## config.mk

```make
export PLATFORM = sky130hd
export DESIGN_NAME = orbit_camera_position_core
export DESIGN_NICKNAME = d
export VERILOG_FILES = /design/src/hw/rtl/ocp_pkg.sv /design/src/hw/rtl/orbit_camera_position_core.sv
export SDC_FILE = /design/constraint.sdc
export NUM_CORES = 2
export LEC_CHECK = 0
export ABC_AREA = 0
export BUFFER_PORTS_ARGS = -buffer_cell sky130_fd_sc_hd__buf_2
export CELL_PAD_IN_SITES_DETAIL_PLACEMENT = 1
export CELL_PAD_IN_SITES_GLOBAL_PLACEMENT = 2
export CORE_MARGIN = 2
export CORE_UTILIZATION = 42
export DETAILED_ROUTE_END_ITERATION = 12
export HOLD_SLACK_MARGIN = 0.08
export PLACE_DENSITY = 0.85
export SETUP_SLACK_MARGIN = 0.2
export SYNTH_ARGS = -nofsm -noshare
export SYNTH_HDL_FRONTEND = slang
export SYNTH_SLANG_ARGS = --single-unit
```

## constraint.sdc

```tcl
create_clock -name aclk -period 11.4 [get_ports aclk]
set_input_delay 1.71 -clock aclk [delete_from_list [all_inputs] [get_ports aclk]]
set_output_delay 1.71 -clock aclk [all_outputs]
set_load 0.005 [all_outputs]
```

## src/hw/rtl/ocp_pkg.sv

```systemverilog
// Package for the orbit camera position core: payload structs, event codes,
// fixed-point constants and the CORDIC arctangent table. No dependencies.
`default_nettype none

package ocp_pkg;

    localparam int TRIG_ITERATIONS_DEF = 16;
    localparam int ATAN_DEPTH          = 24;
    localparam int ATAN_IDX_W          = $clog2(ATAN_DEPTH);

    localparam logic [1:0] MODE_WHEEL = 2'd0;
    localparam logic [1:0] MODE_MOVE  = 2'd1;
    localparam logic [1:0] MODE_FRAME = 2'd2;

    localparam logic [14:0] FULL_TURN          = 15'd23040;
    localparam logic [14:0] HALF_TURN          = 15'd11520;
    localparam logic [14:0] QUARTER_TURN       = 15'd5760;
    localparam logic [14:0] THREE_QUARTER_TURN = 15'd17280;

    localparam logic [23:0] DIST_RESET  = 24'd12800;
    localparam logic [23:0] DIST_MAX    = 24'hFFFFFF;
    localparam logic [14:0] TILT_RESET  = 15'd1280;

    localparam logic signed [31:0] CORDIC_GAIN_INV = 32'sd652032874;
    localparam logic [23:0] DIV5_RECIP  = 24'd13421773;
    localparam logic [10:0] DIV45_RECIP = 11'd1457;

    typedef struct packed {
        logic [1:0]         mode;
        logic signed [7:0]  wheel_delta;
        logic signed [15:0] mouse_dx;
        logic signed [15:0] mouse_dy;
        logic               left_button;
        logic               right_button;
        logic signed [23:0] player_x;
        logic signed [23:0] player_y;
        logic signed [23:0] player_z;
        logic [14:0]        player_heading;
    } ocp_in_t;

    typedef struct packed {
        logic signed [23:0] camera_x;
        logic signed [23:0] camera_y;
        logic signed [23:0] camera_z;
        logic [14:0]        camera_pitch;
        logic [14:0]        camera_yaw;
    } ocp_out_t;

    // Arctangent of 2^-i in units of 2^-22 degree.
    function automatic logic [27:0] atan_entry(input logic [ATAN_IDX_W-1:0] idx);
        logic [27:0] v;
        case (idx)
            5'd0:    v = 28'd188743680;
            5'd1:    v = 28'd111421900;
            5'd2:    v = 28'd58872272;
            5'd3:    v = 28'd29884485;
            5'd4:    v = 28'd15000234;
            5'd5:    v = 28'd7507429;
            5'd6:    v = 28'd3754631;
            5'd7:    v = 28'd1877430;
            5'd8:    v = 28'd938729;
            5'd9:    v = 28'd469366;
            5'd10:   v = 28'd234683;
            5'd11:   v = 28'd117342;
            5'd12:   v = 28'd58671;
            5'd13:   v = 28'd29335;
            5'd14:   v = 28'd14668;
            5'd15:   v = 28'd7334;
            5'd16:   v = 28'd3667;
            5'd17:   v = 28'd1833;
            5'd18:   v = 28'd917;
            5'd19:   v = 28'd458;
            5'd20:   v = 28'd229;
            5'd21:   v = 28'd115;
            5'd22:   v = 28'd57;
            5'd23:   v = 28'd29;
            default: v = 28'd0;
        endcase
        return v;
    endfunction

endpackage

`default_nettype wire

```

## src/hw/rtl/orbit_camera_position_core.sv

```systemverilog
// A wheel transfer only stores the zoom step and a move transfer only stores the turn
// and tilt steps; neither produces a result. A frame transfer produces one camera pose.
// One shared CORDIC stage runs twice per frame and one shared 26x32 multiplier
// serves the divide-by-5 reciprocal products and the four position products.
// New transfers are taken only in idle; a finished frame waits while a result is held.
// Reset (aresetn low, synchronous) restores distance 50.0, pitch 20 degrees.
`default_nettype none

module orbit_camera_position_core #(
    parameter int TRIG_ITERATIONS = ocp_pkg::TRIG_ITERATIONS_DEF
) (
    input  wire logic             aclk,
    input  wire logic             aresetn,
    input  wire logic             s_valid,
    output logic                  s_ready,
    input  wire ocp_pkg::ocp_in_t s_data,
    output logic                  m_valid,
    input  wire logic             m_ready,
    output ocp_pkg::ocp_out_t     m_data
);
    import ocp_pkg::*;

    localparam logic [3:0] S_IDLE     = 4'd0;
    localparam logic [3:0] S_TURN_MUL = 4'd1;
    localparam logic [3:0] S_TURN_RED = 4'd2;
    localparam logic [3:0] S_TURN_WR  = 4'd3;
    localparam logic [3:0] S_TILT_WR  = 4'd4;
    localparam logic [3:0] S_APPLY    = 4'd5;
    localparam logic [3:0] S_THETA    = 4'd6;
    localparam logic [3:0] S_CORD1    = 4'd7;
    localparam logic [3:0] S_MUL_H    = 4'd8;
    localparam logic [3:0] S_MUL_V    = 4'd9;
    localparam logic [3:0] S_CORD2    = 4'd10;
    localparam logic [3:0] S_MUL_X    = 4'd11;
    localparam logic [3:0] S_MUL_Z    = 4'd12;
    localparam logic [3:0] S_FINISH   = 4'd13;

    localparam logic [ATAN_IDX_W-1:0] ITER_LAST = ATAN_IDX_W'(TRIG_ITERATIONS - 1);

    logic [3:0]               state_reg;
    ocp_in_t                  in_reg;
    logic [23:0]              dist_reg;
    logic [14:0]              tilt_reg;
    logic [14:0]              orbit_reg;
    logic signed [7:0]        zoom_reg;
    logic [14:0]              pturn_reg;
    logic [14:0]              ptilt_reg;
    logic [19:0]              mag_reg;
    logic [4:0]               qq_reg;
    logic [14:0]              theta_reg;
    logic signed [31:0]       cx_reg;
    logic signed [31:0]       cy_reg;
    logic signed [31:0]       cz_reg;
    logic                     flip_reg;
    logic [ATAN_IDX_W-1:0]    iter_reg;
    logic signed [57:0]       p_reg;
    logic signed [25:0]       horiz_reg;
    logic signed [23:0]       cam_x_reg;
    logic signed [23:0]       cam_y_reg;
    logic                     m_valid_reg;
    ocp_out_t                 m_data_reg;

    logic                     mul_en;
    logic signed [25:0]       mul_a;
    logic signed [31:0]       mul_b;
    logic signed [57:0]       mul_p;
    logic signed [57:0]       p_rnd;
    logic signed [27:0]       prod_q8;
    logic [19:0]              div_q;
    logic [20:0]              div45_prod;
    logic [4:0]               div45_q;
    logic [16:0]              abs_dx;
    logic [16:0]              abs_dy;
    logic [21:0]              v_turn;
    logic [21:0]              v_tilt;
    logic signed [31:0]       xs;
    logic signed [31:0]       ys;
    logic signed [31:0]       at;
    logic signed [31:0]       cos_val;
    logic signed [31:0]       sin_val;
    logic                     out_free;

    function automatic logic [14:0] wrap_mag(input logic [19:0] mag, input logic [4:0] qq,
                                             input logic neg);
        logic [19:0] r20;
        logic [14:0] r;
        r20 = mag - 20'(qq) * 20'(FULL_TURN);
        r = r20[14:0];
        if (neg && (r != 15'd0)) begin
            r = FULL_TURN - r;
        end
        return r;
    endfunction

    function automatic logic [32:0] cordic_fold(input logic [14:0] a);
        logic signed [15:0] ang;
        logic               flip;
        flip = 1'b0;
        ang = signed'({1'b0, a});
        if (a >= THREE_QUARTER_TURN) begin
            ang = signed'({1'b0, a}) - signed'({1'b0, FULL_TURN});
        end else if (a > QUARTER_TURN) begin
            ang = signed'({1'b0, a}) - signed'({1'b0, HALF_TURN});
            flip = 1'b1;
        end
        return {flip, 32'(ang) <<< 16};
    endfunction

    function automatic logic signed [23:0] sat_coord(input logic signed [28:0] v);
        logic signed [23:0] r;
        if (v > 29'sd8388607) begin
            r = 24'sh7FFFFF;
        end else if (v < -29'sd8388608) begin
            r = 24'sh800000;
        end else begin
            r = v[23:0];
        end
        return r;
    endfunction

    assign s_ready  = (state_reg == S_IDLE);
    assign m_valid  = m_valid_reg;
    assign m_data   = m_data_reg;
    assign out_free = !m_valid_reg || m_ready;

    assign abs_dx = in_reg.mouse_dx[15] ? (17'd0 - 17'(in_reg.mouse_dx)) : 17'(in_reg.mouse_dx);
    assign abs_dy = in_reg.mouse_dy[15] ? (17'd0 - 17'(in_reg.mouse_dy)) : 17'(in_reg.mouse_dy);
    assign v_turn = 22'(abs_dx) * 22'd96 + 22'd2;
    assign v_tilt = 22'(abs_dy) * 22'd32 + 22'd2;

    assign div_q      = p_reg[45:26];
    assign div45_prod = 21'(div_q[19:9]) * 21'(DIV45_RECIP);
    assign div45_q    = div45_prod[20:16];

    assign p_rnd   = p_reg + (58'sd1 <<< 29);
    assign prod_q8 = p_rnd[57:30];

    assign xs      = cx_reg >>> iter_reg;
    assign ys      = cy_reg >>> iter_reg;
    assign at      = signed'(32'(atan_entry(iter_reg)));
    assign cos_val = flip_reg ? -cx_reg : cx_reg;
    assign sin_val = flip_reg ? -cy_reg : cy_reg;

    always_comb begin
        mul_en = 1'b0;
        mul_a  = '0;
        mul_b  = '0;
        case (state_reg)
            S_TURN_MUL: begin
                mul_en = 1'b1;
                mul_a  = signed'(26'(v_turn));
                mul_b  = signed'(32'(DIV5_RECIP));
            end
            S_TURN_RED: begin
                mul_en = 1'b1;
                mul_a  = signed'(26'(v_tilt));
                mul_b  = signed'(32'(DIV5_RECIP));
            end
            S_MUL_H: begin
                mul_en = 1'b1;
                mul_a  = signed'(26'(dist_reg));
                mul_b  = cos_val;
            end
            S_MUL_V: begin
                mul_en = 1'b1;
                mul_a  = signed'(26'(dist_reg));
                mul_b  = sin_val;
            end
            S_MUL_X: begin
                mul_en = 1'b1;
                mul_a  = horiz_reg;
                mul_b  = sin_val;
            end
            S_MUL_Z: begin
                mul_en = 1'b1;
                mul_a  = horiz_reg;
                mul_b  = cos_val;
            end
            default: begin
                mul_en = 1'b0;
            end
        endcase
    end

    assign mul_p = mul_a * mul_b;

    always_ff @(posedge aclk) begin
        logic signed [25:0] d;
        logic [15:0]        tsum;
        logic signed [15:0] odiff;
        logic [14:0]        head;
        logic [15:0]        hsum;
        logic signed [16:0] yaw;
        logic [32:0]        fold;
        if (mul_en) begin
            p_reg <= mul_p;
        end
        if (state_reg == S_IDLE && s_valid) begin
            in_reg <= s_data;
        end
        case (state_reg)
            S_TURN_RED: begin
                mag_reg <= div_q;
                qq_reg  <= div45_q;
            end
            S_TURN_WR: begin
                mag_reg <= div_q;
                qq_reg  <= div45_q;
            end
            S_THETA: begin
                head = (in_reg.player_heading >= FULL_TURN) ?
                       (in_reg.player_heading - FULL_TURN) : in_reg.player_heading;
                hsum = 16'(head) + 16'(orbit_reg);
                theta_reg <= (hsum >= 16'(FULL_TURN)) ? 15'(hsum - 16'(FULL_TURN)) : hsum[14:0];
                fold = cordic_fold(tilt_reg);
                flip_reg <= fold[32];
                cz_reg   <= fold[31:0];
                cx_reg   <= CORDIC_GAIN_INV;
                cy_reg   <= '0;
                iter_reg <= '0;
            end
            S_MUL_V: begin
                horiz_reg <= prod_q8[25:0];
                fold = cordic_fold(theta_reg);
                flip_reg <= fold[32];
                cz_reg   <= fold[31:0];
                cx_reg   <= CORDIC_GAIN_INV;
                cy_reg   <= '0;
                iter_reg <= '0;
            end
            S_CORD1, S_CORD2: begin
                if (!cz_reg[31]) begin
                    cx_reg <= cx_reg - ys;
                    cy_reg <= cy_reg + xs;
                    cz_reg <= cz_reg - at;
                end else begin
                    cx_reg <= cx_reg + ys;
                    cy_reg <= cy_reg - xs;
                    cz_reg <= cz_reg + at;
                end
                iter_reg <= iter_reg + 1'b1;
                if (state_reg == S_CORD2) begin
                    cam_y_reg <= sat_coord(29'(in_reg.player_y) + 29'(prod_q8));
                end
            end
            S_MUL_Z: begin
                cam_x_reg <= sat_coord(29'(in_reg.player_x) - 29'(prod_q8));
            end
            S_FINISH: begin
                if (out_free) begin
                    yaw = 17'(HALF_TURN) - 17'(theta_reg);
                    if (yaw < 0) begin
                        yaw = yaw + 17'(FULL_TURN);
                    end
                    m_data_reg.camera_x     <= cam_x_reg;
                    m_data_reg.camera_y     <= cam_y_reg;
                    m_data_reg.camera_z     <= sat_coord(29'(in_reg.player_z) - 29'(prod_q8));
                    m_data_reg.camera_pitch <= tilt_reg;
                    m_data_reg.camera_yaw   <= yaw[14:0];
                end
            end
            default: begin
            end
        endcase

        if (!aresetn) begin
            state_reg   <= S_IDLE;
            dist_reg    <= DIST_RESET;
            tilt_reg    <= TILT_RESET;
            orbit_reg   <= '0;
            zoom_reg    <= '0;
            pturn_reg   <= '0;
            ptilt_reg   <= '0;
            m_valid_reg <= 1'b0;
        end else begin
            if (m_valid_reg && m_ready && (state_reg != S_FINISH)) begin
                m_valid_reg <= 1'b0;
            end
            case (state_reg)
                S_IDLE: begin
                    if (s_valid) begin
                        case (s_data.mode)
                            MODE_WHEEL: zoom_reg <= s_data.wheel_delta;
                            MODE_MOVE:  state_reg <= S_TURN_MUL;
                            MODE_FRAME: state_reg <= S_APPLY;
                            default:    state_reg <= S_IDLE;
                        endcase
                    end
                end
                S_TURN_MUL: state_reg <= S_TURN_RED;
                S_TURN_RED: state_reg <= S_TURN_WR;
                S_TURN_WR: begin
                    pturn_reg <= wrap_mag(mag_reg, qq_reg, in_reg.mouse_dx[15]);
                    state_reg <= S_TILT_WR;
                end
                S_TILT_WR: begin
                    ptilt_reg <= wrap_mag(mag_reg, qq_reg, in_reg.mouse_dy[15]);
                    state_reg <= S_IDLE;
                end
                S_APPLY: begin
                    d = signed'(26'(dist_reg)) - (26'(zoom_reg) <<< 8);
                    if (d < 0) begin
                        dist_reg <= '0;
                    end else if (d > signed'(26'(DIST_MAX))) begin
                        dist_reg <= DIST_MAX;
                    end else begin
                        dist_reg <= d[23:0];
                    end
                    zoom_reg <= '0;
                    if (in_reg.right_button) begin
                        tsum = 16'(tilt_reg) + 16'(ptilt_reg);
                        tilt_reg  <= (tsum >= 16'(FULL_TURN)) ?
                                     15'(tsum - 16'(FULL_TURN)) : tsum[14:0];
                        ptilt_reg <= '0;
                    end
                    if (in_reg.left_button) begin
                        odiff = signed'(16'(orbit_reg)) - signed'(16'(pturn_reg));
                        orbit_reg <= (odiff < 0) ? 15'(odiff + signed'(16'(FULL_TURN))) :
                                     odiff[14:0];
                        pturn_reg <= '0;
                    end
                    state_reg <= S_THETA;
                end
                S_THETA: state_reg <= S_CORD1;
                S_CORD1: begin
                    if (iter_reg == ITER_LAST) begin
                        state_reg <= S_MUL_H;
                    end
                end
                S_MUL_H: state_reg <= S_MUL_V;
                S_MUL_V: state_reg <= S_CORD2;
                S_CORD2: begin
                    if (iter_reg == ITER_LAST) begin
                        state_reg <= S_MUL_X;
                    end
                end
                S_MUL_X: state_reg <= S_MUL_Z;
                S_MUL_Z: state_reg <= S_FINISH;
                S_FINISH: begin
                    if (out_free) begin
                        m_valid_reg <= 1'b1;
                        state_reg   <= S_IDLE;
                    end
                end
                default: state_reg <= S_IDLE;
            endcase
        end
    end

endmodule

`default_nettype wire

```

# [Word level (Yosys, flattened, before mapping)]
# Memories as Yosys holds them, arrays and structs flattened. A register that Yosys moved wholly into a read port is not among the register bits.
# Cells that the tools add are included.
# W data, S select, Z words.
[op_classes] n_reduce_logical=33 eq_ne=25 multipliers=4 n_addsub=33 shift=2 n_mux=52 n_lt_le_gt_ge=17
[ops] operator="$pmux W32 S3" n=2
[ops] operator="$mux W32" n=5
[ops] operator="$mux W15" n=9
[ops] operator="$pmux W32 S2" n=2
[ops] operator="$mux W24" n=5
[ops] operator="$pmux W26 S4" n=1
[ops] operator="$gt A29 B24 Y1 const B" n=3
[ops] operator="$lt A29 B24 Y1 const B" n=3
[ops] operator="$add A32 B32 Y32" n=2
[ops] operator="$mux W16" n=4
[ops] operator="$neg A32 Y32" n=2
[ops] operator="$sshr A32 B5 Y32" n=2
[ops] operator="$sub A32 B32 Y32" n=2
[ops] operator="$pmux W15 S2" n=2
[ops] operator="$add A58 B31 Y58 const B" n=1
[ops] operator="$mul A26 B32 Y58" n=1
[ops] operator="$sub A24 B28 Y29" n=2
[ops] operator="$pmux W4 S13" n=1
[ops] operator="$ge A15 B15 Y1 const B" n=3
[ops] operator="$sub A15 B15 Y15 const B" n=3
[ops] operator="$add A22 B2 Y22 const B" n=2
[ops] operator="$mux W17" n=2
[ops] operator="$sub A1 B16 Y17 const A" n=2
[ops] operator="$add A15 B15 Y16" n=2
[ops] operator="51 further kinds" n=103
[word_totals] word_cells=200 register_bits=589 mem_count=1 mem_bits_ro=896 inputBits=135 out_inout_bits=104
[mem_list] memory="(name not given)" words=32 word_bits=28 read_ports=1 rd_ports_with_merged_regs=1 write_ports=0 line="ocp_pkg.sv:52" rtl="case (idx)"

# [Longest topological paths before layout]
[logic_depth] word_depth=6 ltp_mapped=44 mapped_depth_nobuf=43

# [Worst setup path before layout]
# OpenSTA, ideal clock, no wires.
[synth_timing] path_kind="register to register" from="register in_reg[120] (netlist name)" to="register p_reg[51], data pin" setup_ns=0.259 required_ns=11.141 path_slack_ns=0.964 stages_incl_launch_ff=40 n_path_buf=3 t_arrival_ns=10.177 synth_period_minus_slack_ns=10.436 cell_sequence="edfxtp_1 clkbuf_1 clkbuf_1 o21ai_0 ha_1 fa_1 a21o_1 a21oi_1 o21bai_1 a21oi_1 o21bai_1 a21oi_1 o21bai_1 a21oi_1 o21ai_0 a2111oi_0 a211o_1 clkbuf_1 (+4 left out) fa_1 fa_1 fa_1 fa_1 fa_1 ha_1 a21oi_1 o21ai_0 nand2b_1 a31oi_1 or3_1 o21ai_0 a21oi_1 o31ai_1 a31oi_1 o21bai_1 a21oi_1 xnor2_1"
[synth_between] elab_chain_len=6
[synth_lines] item="start, declared" line="orbit_camera_position_core.sv:41" rtl="ocp_in_t in_reg;"
[synth_lines] item="start signal, assigned" line="orbit_camera_position_core.sv:199" rtl="in_reg <= s_data;"
[synth_lines] item="$sub A1 B16 Y17" line="orbit_camera_position_core.sv:126" rtl="assign abs_dx = in_reg.mouse_dx[15] ? (17'd0 - 17'(in_reg.mouse_dx)) : 17'(in_reg.mouse_dx);"
[synth_lines] item="$mux W17 (*)" line="orbit_camera_position_core.sv:126"
[synth_lines] item="$mul A17 B2 Y17 (*)" line="orbit_camera_position_core.sv:128" rtl="assign v_turn = 22'(abs_dx) * 22'd96 + 22'd2;"
[synth_lines] item="$add A22 B2 Y22 (*)" line="orbit_camera_position_core.sv:128"
[synth_lines] item="$pmux W26 S4 (*)" line="orbit_camera_position_core.sv:148" rtl="case (state_reg)"
[synth_lines] item="$mul A26 B32 Y58 (*)" line="orbit_camera_position_core.sv:185" rtl="assign mul_p = mul_a * mul_b;"
[synth_lines] item="net mul_p[51]" line="orbit_camera_position_core.sv:66" rtl="logic signed [57:0] mul_p;"
[synth_lines] item="end signal, assigned" line="orbit_camera_position_core.sv:196" rtl="p_reg <= mul_p;"
[synth_lines] item="end, declared" line="orbit_camera_position_core.sv:56" rtl="logic signed [57:0] p_reg;"
# Mark *: on every way through the listed nets, which the timed path passes. The rest lies on a longest branch.
# A chain may end at the register's enable or synchronous reset.

# [Final worst setup path]
[layout_timing] from="register in_reg[107] (netlist name)" to="register p_reg[52], data pin"
# Same word-level chain as after synthesis.

==> run_summary.xml <==
<?xml version="1.0" encoding="UTF-8"?>
<metrics>
  <group name="routing">
    <metric name="routed_wl" unit="mm">245</metric>
    <metric name="drc" unit="">0</metric>
    <metric name="wire_per_inst" unit="um">23.6</metric>
    <metric name="num_vias" unit="">58300</metric>
    <metric name="maxUsedRoutingLayer" unit="">met5</metric>
    <metric name="met3_wirelength" unit="mm">11.8</metric>
    <metric name="route.layer.met1.wl" unit="mm">101</metric>
    <metric name="antenna_left" unit="">0</metric>
    <metric name="met2_length" unit="mm">118</metric>
    <metric name="drt_first_iter_violations" unit="">3812</metric>
    <metric name="drt_via_density" unit="">5.64</metric>
    <metric name="detail_route.first_pass.iterations" unit="">6</metric>
  </group>
  <group name="cells_and_area">
    <metric name="largest_register_ffs" unit="">121</metric>
    <metric name="synthToLayoutAreaGrowth" unit="%">9.31</metric>
    <metric name="multi_input_comb_area" unit="um^2">50400</metric>
    <metric name="final_layout_size_suffix_gt1_share" unit="%">8.89</metric>
    <metric name="seqCellArea" unit="um^2">16400</metric>
    <metric name="nets" unit="">9496</metric>
    <metric name="finalInstanceArea" unit="um^2">79100</metric>
    <metric name="num-fill-cells" unit="">19700</metric>
  </group>
  <group name="synth">
    <metric name="edff_count_synth" unit="">466</metric>
    <metric name="register_bit_total_from_synthesis" unit="">584</metric>
    <metric name="seq_area_frac_synth" unit="%">22.6</metric>
    <metric name="synth_flop_cell" unit="">sky130_fd_sc_hd__edfxtp_1</metric>
    <metric name="post_synth_num_cell_types" unit="">99</metric>
    <metric name="synth_cells" unit="">7807</metric>
    <metric name="syn-mean-instance-area" unit="um^2">9.27</metric>
    <metric name="async_flop_share" unit="%">0</metric>
    <metric name="synth_area" unit="um^2">72300</metric>
    <metric name="synth_fp_nets" unit="">9358</metric>
    <metric name="synth.yosys.warnings" unit="">0</metric>
  </group>
  <group name="die">
    <metric name="ios" unit="">239</metric>
    <metric name="die_width" unit="um">419</metric>
    <metric name="start_util" unit="%">42.2</metric>
    <metric name="dieHeight" unit="um">419</metric>
    <metric name="fp.dieArea" unit="um^2">176000</metric>
    <metric name="core_region_area" unit="um^2">171000</metric>
    <metric name="fp-row-count" unit="">152</metric>
  </group>
  <group name="global_route">
    <metric name="grt_max_degree" unit="">70</metric>
    <metric name="antenna_found_initial" unit="">34</metric>
    <metric name="grt_pass1_wl" unit="mm">375</metric>
    <metric name="grtUsageTotal" unit="%">27.9</metric>
    <metric name="number_of_global_route_vias_before_repair" unit="">62500</metric>
    <metric name="globalRouteOverflowTotal" unit="">0</metric>
  </group>
  <group name="critical_path">
    <metric name="worst-endpoint-arrival" unit="ns">11.19</metric>
    <metric name="r2r_cells" unit="">35</metric>
    <metric name="setup.worst_path.class" unit="">register to register</metric>
    <metric name="critical-path-top-cell-by-count" unit="">sky130_fd_sc_hd__fa_1</metric>
    <metric name="crit_end" unit="">p_reg[52]</metric>
    <metric name="setup.worst_path.end_class" unit="">register</metric>
    <metric name="timing.critical_path.fanout_max" unit="">23</metric>
    <metric name="worst_r2r_start" unit="">in_reg[107]</metric>
    <metric name="worst_setup_sp_type" unit="">register</metric>
    <metric name="critical_path.slowest_cell" unit="">sky130_fd_sc_hd__or4b_1</metric>
    <metric name="critical_path.max_stage_delay" unit="ns">0.62</metric>
    <metric name="worst_r2r_endpoint" unit="">p_reg[52]</metric>
    <metric name="crit_start" unit="">in_reg[107]</metric>
    <metric name="timing.critical_path.required" unit="ns">11.84</metric>
    <metric name="reg2reg_slack" unit="ns">0.65</metric>
  </group>
  <group name="power">
    <metric name="p_switching" unit="mW">4.01</metric>
    <metric name="clock_power_share" unit="%">25.3</metric>
    <metric name="power.density" unit="nW/um^2">121</metric>
    <metric name="power.share.sequential" unit="%">27.7</metric>
    <metric name="comb_power_share" unit="%">46.9</metric>
    <metric name="swShare" unit="%">42.0</metric>
    <metric name="vdd_drop_max" unit="uV">113</metric>
    <metric name="cellLeakagePower" unit="nW">35.3</metric>
    <metric name="intPower" unit="mW">5.55</metric>
  </group>
  <group name="sta">
    <metric name="report.final.slew_viol_count" unit="">0</metric>
    <metric name="grt_setup_unrepaired" unit="">yes</metric>
    <metric name="final-hold-violation-count" unit="">0</metric>
    <metric name="setup_viol_count_final" unit="">0</metric>
    <metric name="totalNegativeSetupSlack" unit="ns">0</metric>
    <metric name="layout_worst_path_cycle_share" unit="%">94.3</metric>
    <metric name="setup_ws_final" unit="ns">0.653</metric>
    <metric name="fin_crit" unit="ns">10.75</metric>
    <metric name="slew_headroom" unit="%">14.4</metric>
    <metric name="final.hold.worst_slack" unit="ns">0.415</metric>
    <metric name="timing.fmax" unit="MHz">93.1</metric>
    <metric name="timing.clock.skew" unit="ns">0.0503</metric>
    <metric name="worstMarginPinSlew" unit="ns">1.28</metric>
  </group>
  <group name="cts">
    <metric name="tritoncts" unit="">built</metric>
    <metric name="clock_path_buffers" unit="">3</metric>
    <metric name="insertion_delay" unit="ns">0.71</metric>
    <metric name="cts_buffers" unit="">75</metric>
    <metric name="cts-hold-fix-buffers" unit="">0</metric>
    <metric name="clock_tree.htree_level_count" unit="">3</metric>
    <metric name="ctsRootBufferMaster" unit="">sky130_fd_sc_hd__clkbuf_16</metric>
    <metric name="clkTransAtPathRegs" unit="ns">0.06</metric>
    <metric name="cts_sinks" unit="">584</metric>
  </group>
  <group name="placed_design">
    <metric name="finalWeightedCongestion" unit="">0.957</metric>
    <metric name="post-dp-hpwl" unit="mm">194</metric>
    <metric name="place_worst_setup_slack" unit="ns">-0.160</metric>
    <metric name="io_buffers" unit="">238</metric>
    <metric name="place_area" unit="um^2">76400</metric>
  </group>
  <group name="run_status">
    <metric name="status" unit="">complete, no violations</metric>
  </group>
  <group name="min_path">
    <metric name="worstHoldPathType" unit="">register to register</metric>
  </group>
  <group name="run">
    <metric name="maxCapViolCount" unit="">0</metric>
  </group>
</metrics>
-- power groups by stage --
stage | clock network, mW | logic [mW] | registers (mW)
after floorplan | 0 | 2.99 | 2.64
after global placement | 0 | 4.22 | 2.69
after detailed placement | 0 | 4.41 | 2.69
after CTS | 2.48 | 4.46 | 2.65
after global routing | 2.55 | 4.98 | 2.66
final | 2.42 | 4.49 | 2.65
-- worst max-delay path, delay by kind of cell (launching register included) --
| kind | cells | cell delay (ns) |
|---|---|---|
| xor gates and xnor gates | 1 | 0.16 |
| buffers and inverters | 5 | 0.77 |
| AOI/OAI and AO/OA | 10 | 1.83 |
| adders and majority gates | 9 | 4.22 |
| and+or+nand+nor | 10 | 3.08 |
| DFF | 1 | 0.43 |
-- cell usage in the layout (no fill, tap or decap), types with 98 or more instances in the layout --
cell / synthesis / routed
sky130_fd_sc_hd__inv_1: 1191 / 1189
sky130_fd_sc_hd__nand2_1: 959 / 956
sky130_fd_sc_hd__fa_1: 893 / 888
sky130_fd_sc_hd__nor2_1: 603 / 601
sky130_fd_sc_hd__ha_1: 523 / 523
sky130_fd_sc_hd__edfxtp_1: 466 / 466
sky130_fd_sc_hd__a21oi_1: 399 / 396
sky130_fd_sc_hd__o21ai_0: 279 / 270
sky130_fd_sc_hd__xnor2_1: 251 / 251
sky130_fd_sc_hd__xor2_1: 243 / 243
sky130_fd_sc_hd__buf_2: 11 / 238
sky130_fd_sc_hd__a21o_1: 147 / 147
sky130_fd_sc_hd__buf_4: 7 / 147
sky130_fd_sc_hd__nand3_1: 128 / 127
sky130_fd_sc_hd__nor3_1: 121 / 121
sky130_fd_sc_hd__dfxtp_1: 118 / 118
sky130_fd_sc_hd__and2_1: 98 / 98
-- through the flow --
stage | std cells | util [%] | total power [mW]
detailed placement | 10200 | 44.6 | 7.10
global route | 10300 | 46.1 | 10.2
finish | 10300 | 46.1 | 9.56
floorplan | 7807 | - | 5.62
global placement | 10200 | 44.6 | 6.90
CTS | 10300 | 46.1 | 9.58
-- metal layers --
layer | vias up | global-route usage [%]
li1 | 26200 | -
met1 | 30100 | 35.7
met2 | 1549 | 47.0
met3 | 520 | 3.13
met4 | 4 | 13.4
met5 | - | 0
-- cells in the mapped netlist, types with 75 or more instances --
master	n	share of area (%)
sky130_fd_sc_hd__nor3_1	121	0.84
sky130_fd_sc_hd__fa_1	893	25
sky130_fd_sc_hd__clkbuf_1	278	1.4
sky130_fd_sc_hd__edfxtp_1	466	19
sky130_fd_sc_hd__dfxtp_1	118	3.3
sky130_fd_sc_hd__mux4_2	75	2.3
sky130_fd_sc_hd__a21oi_1	399	2.8
sky130_fd_sc_hd__o21ai_0	279	1.9
sky130_fd_sc_hd__and2_1	98	0.85
sky130_fd_sc_hd__inv_1	1191	6.2
sky130_fd_sc_hd__nand3_1	128	0.89
sky130_fd_sc_hd__nor2_1	603	3.1
sky130_fd_sc_hd__nand2b_1	75	0.65
sky130_fd_sc_hd__xnor2_1	251	3.0
sky130_fd_sc_hd__a21o_1	147	1.5
sky130_fd_sc_hd__nand2_1	959	5.0
sky130_fd_sc_hd__ha_1	523	9.0
sky130_fd_sc_hd__xor2_1	243	2.9
-- cell type report --
type	instances	share of cell area [%]
Multi-Input combinational cell	5701	63.8
Antenna cell	28	0.0886
Clock inverter	43	0.563
Tap cell	2310	3.66
Inverter	1194	5.67
Sequential cell	584	20.7
Timing Repair Buffer	389	2.99
Clock buffer	94	2.57
-- worst min path at each step --
stage / startpoint / end / slack [ns] / depth (start not counted)
floorplan: cam_x_reg[22] / m_data[100] / 0.40 / 0
global placement: cam_y_reg[6] / m_data[60] / 0.40 / 0
detailed placement: cam_y_reg[23] / m_data[77] / 0.41 / 0
CTS: cam_x_reg[19] / m_data[97] / 0.42 / 0
global route: cam_x_reg[19] / m_data[97] / 0.42 / 0
finish: cam_y_reg[8] / m_data[62] / 0.42 / 0
-- timing repair --
item	CTS	global route
buffers inserted	1	1
endpoints found under the setup margin	7	18
pin swaps	1	3
gates resized for setup	4	20
-- kinds of logic after synthesis --
group / synth area share, %
xor+xnor: 5.98
fa+ha+maj: 33.8
buf+inv: 8.06
mux: 3.41
compound gates: 12.1
flops: 22.6
simple gates: 14.0
Note: power is estimated with default switching activity, not from simulation.
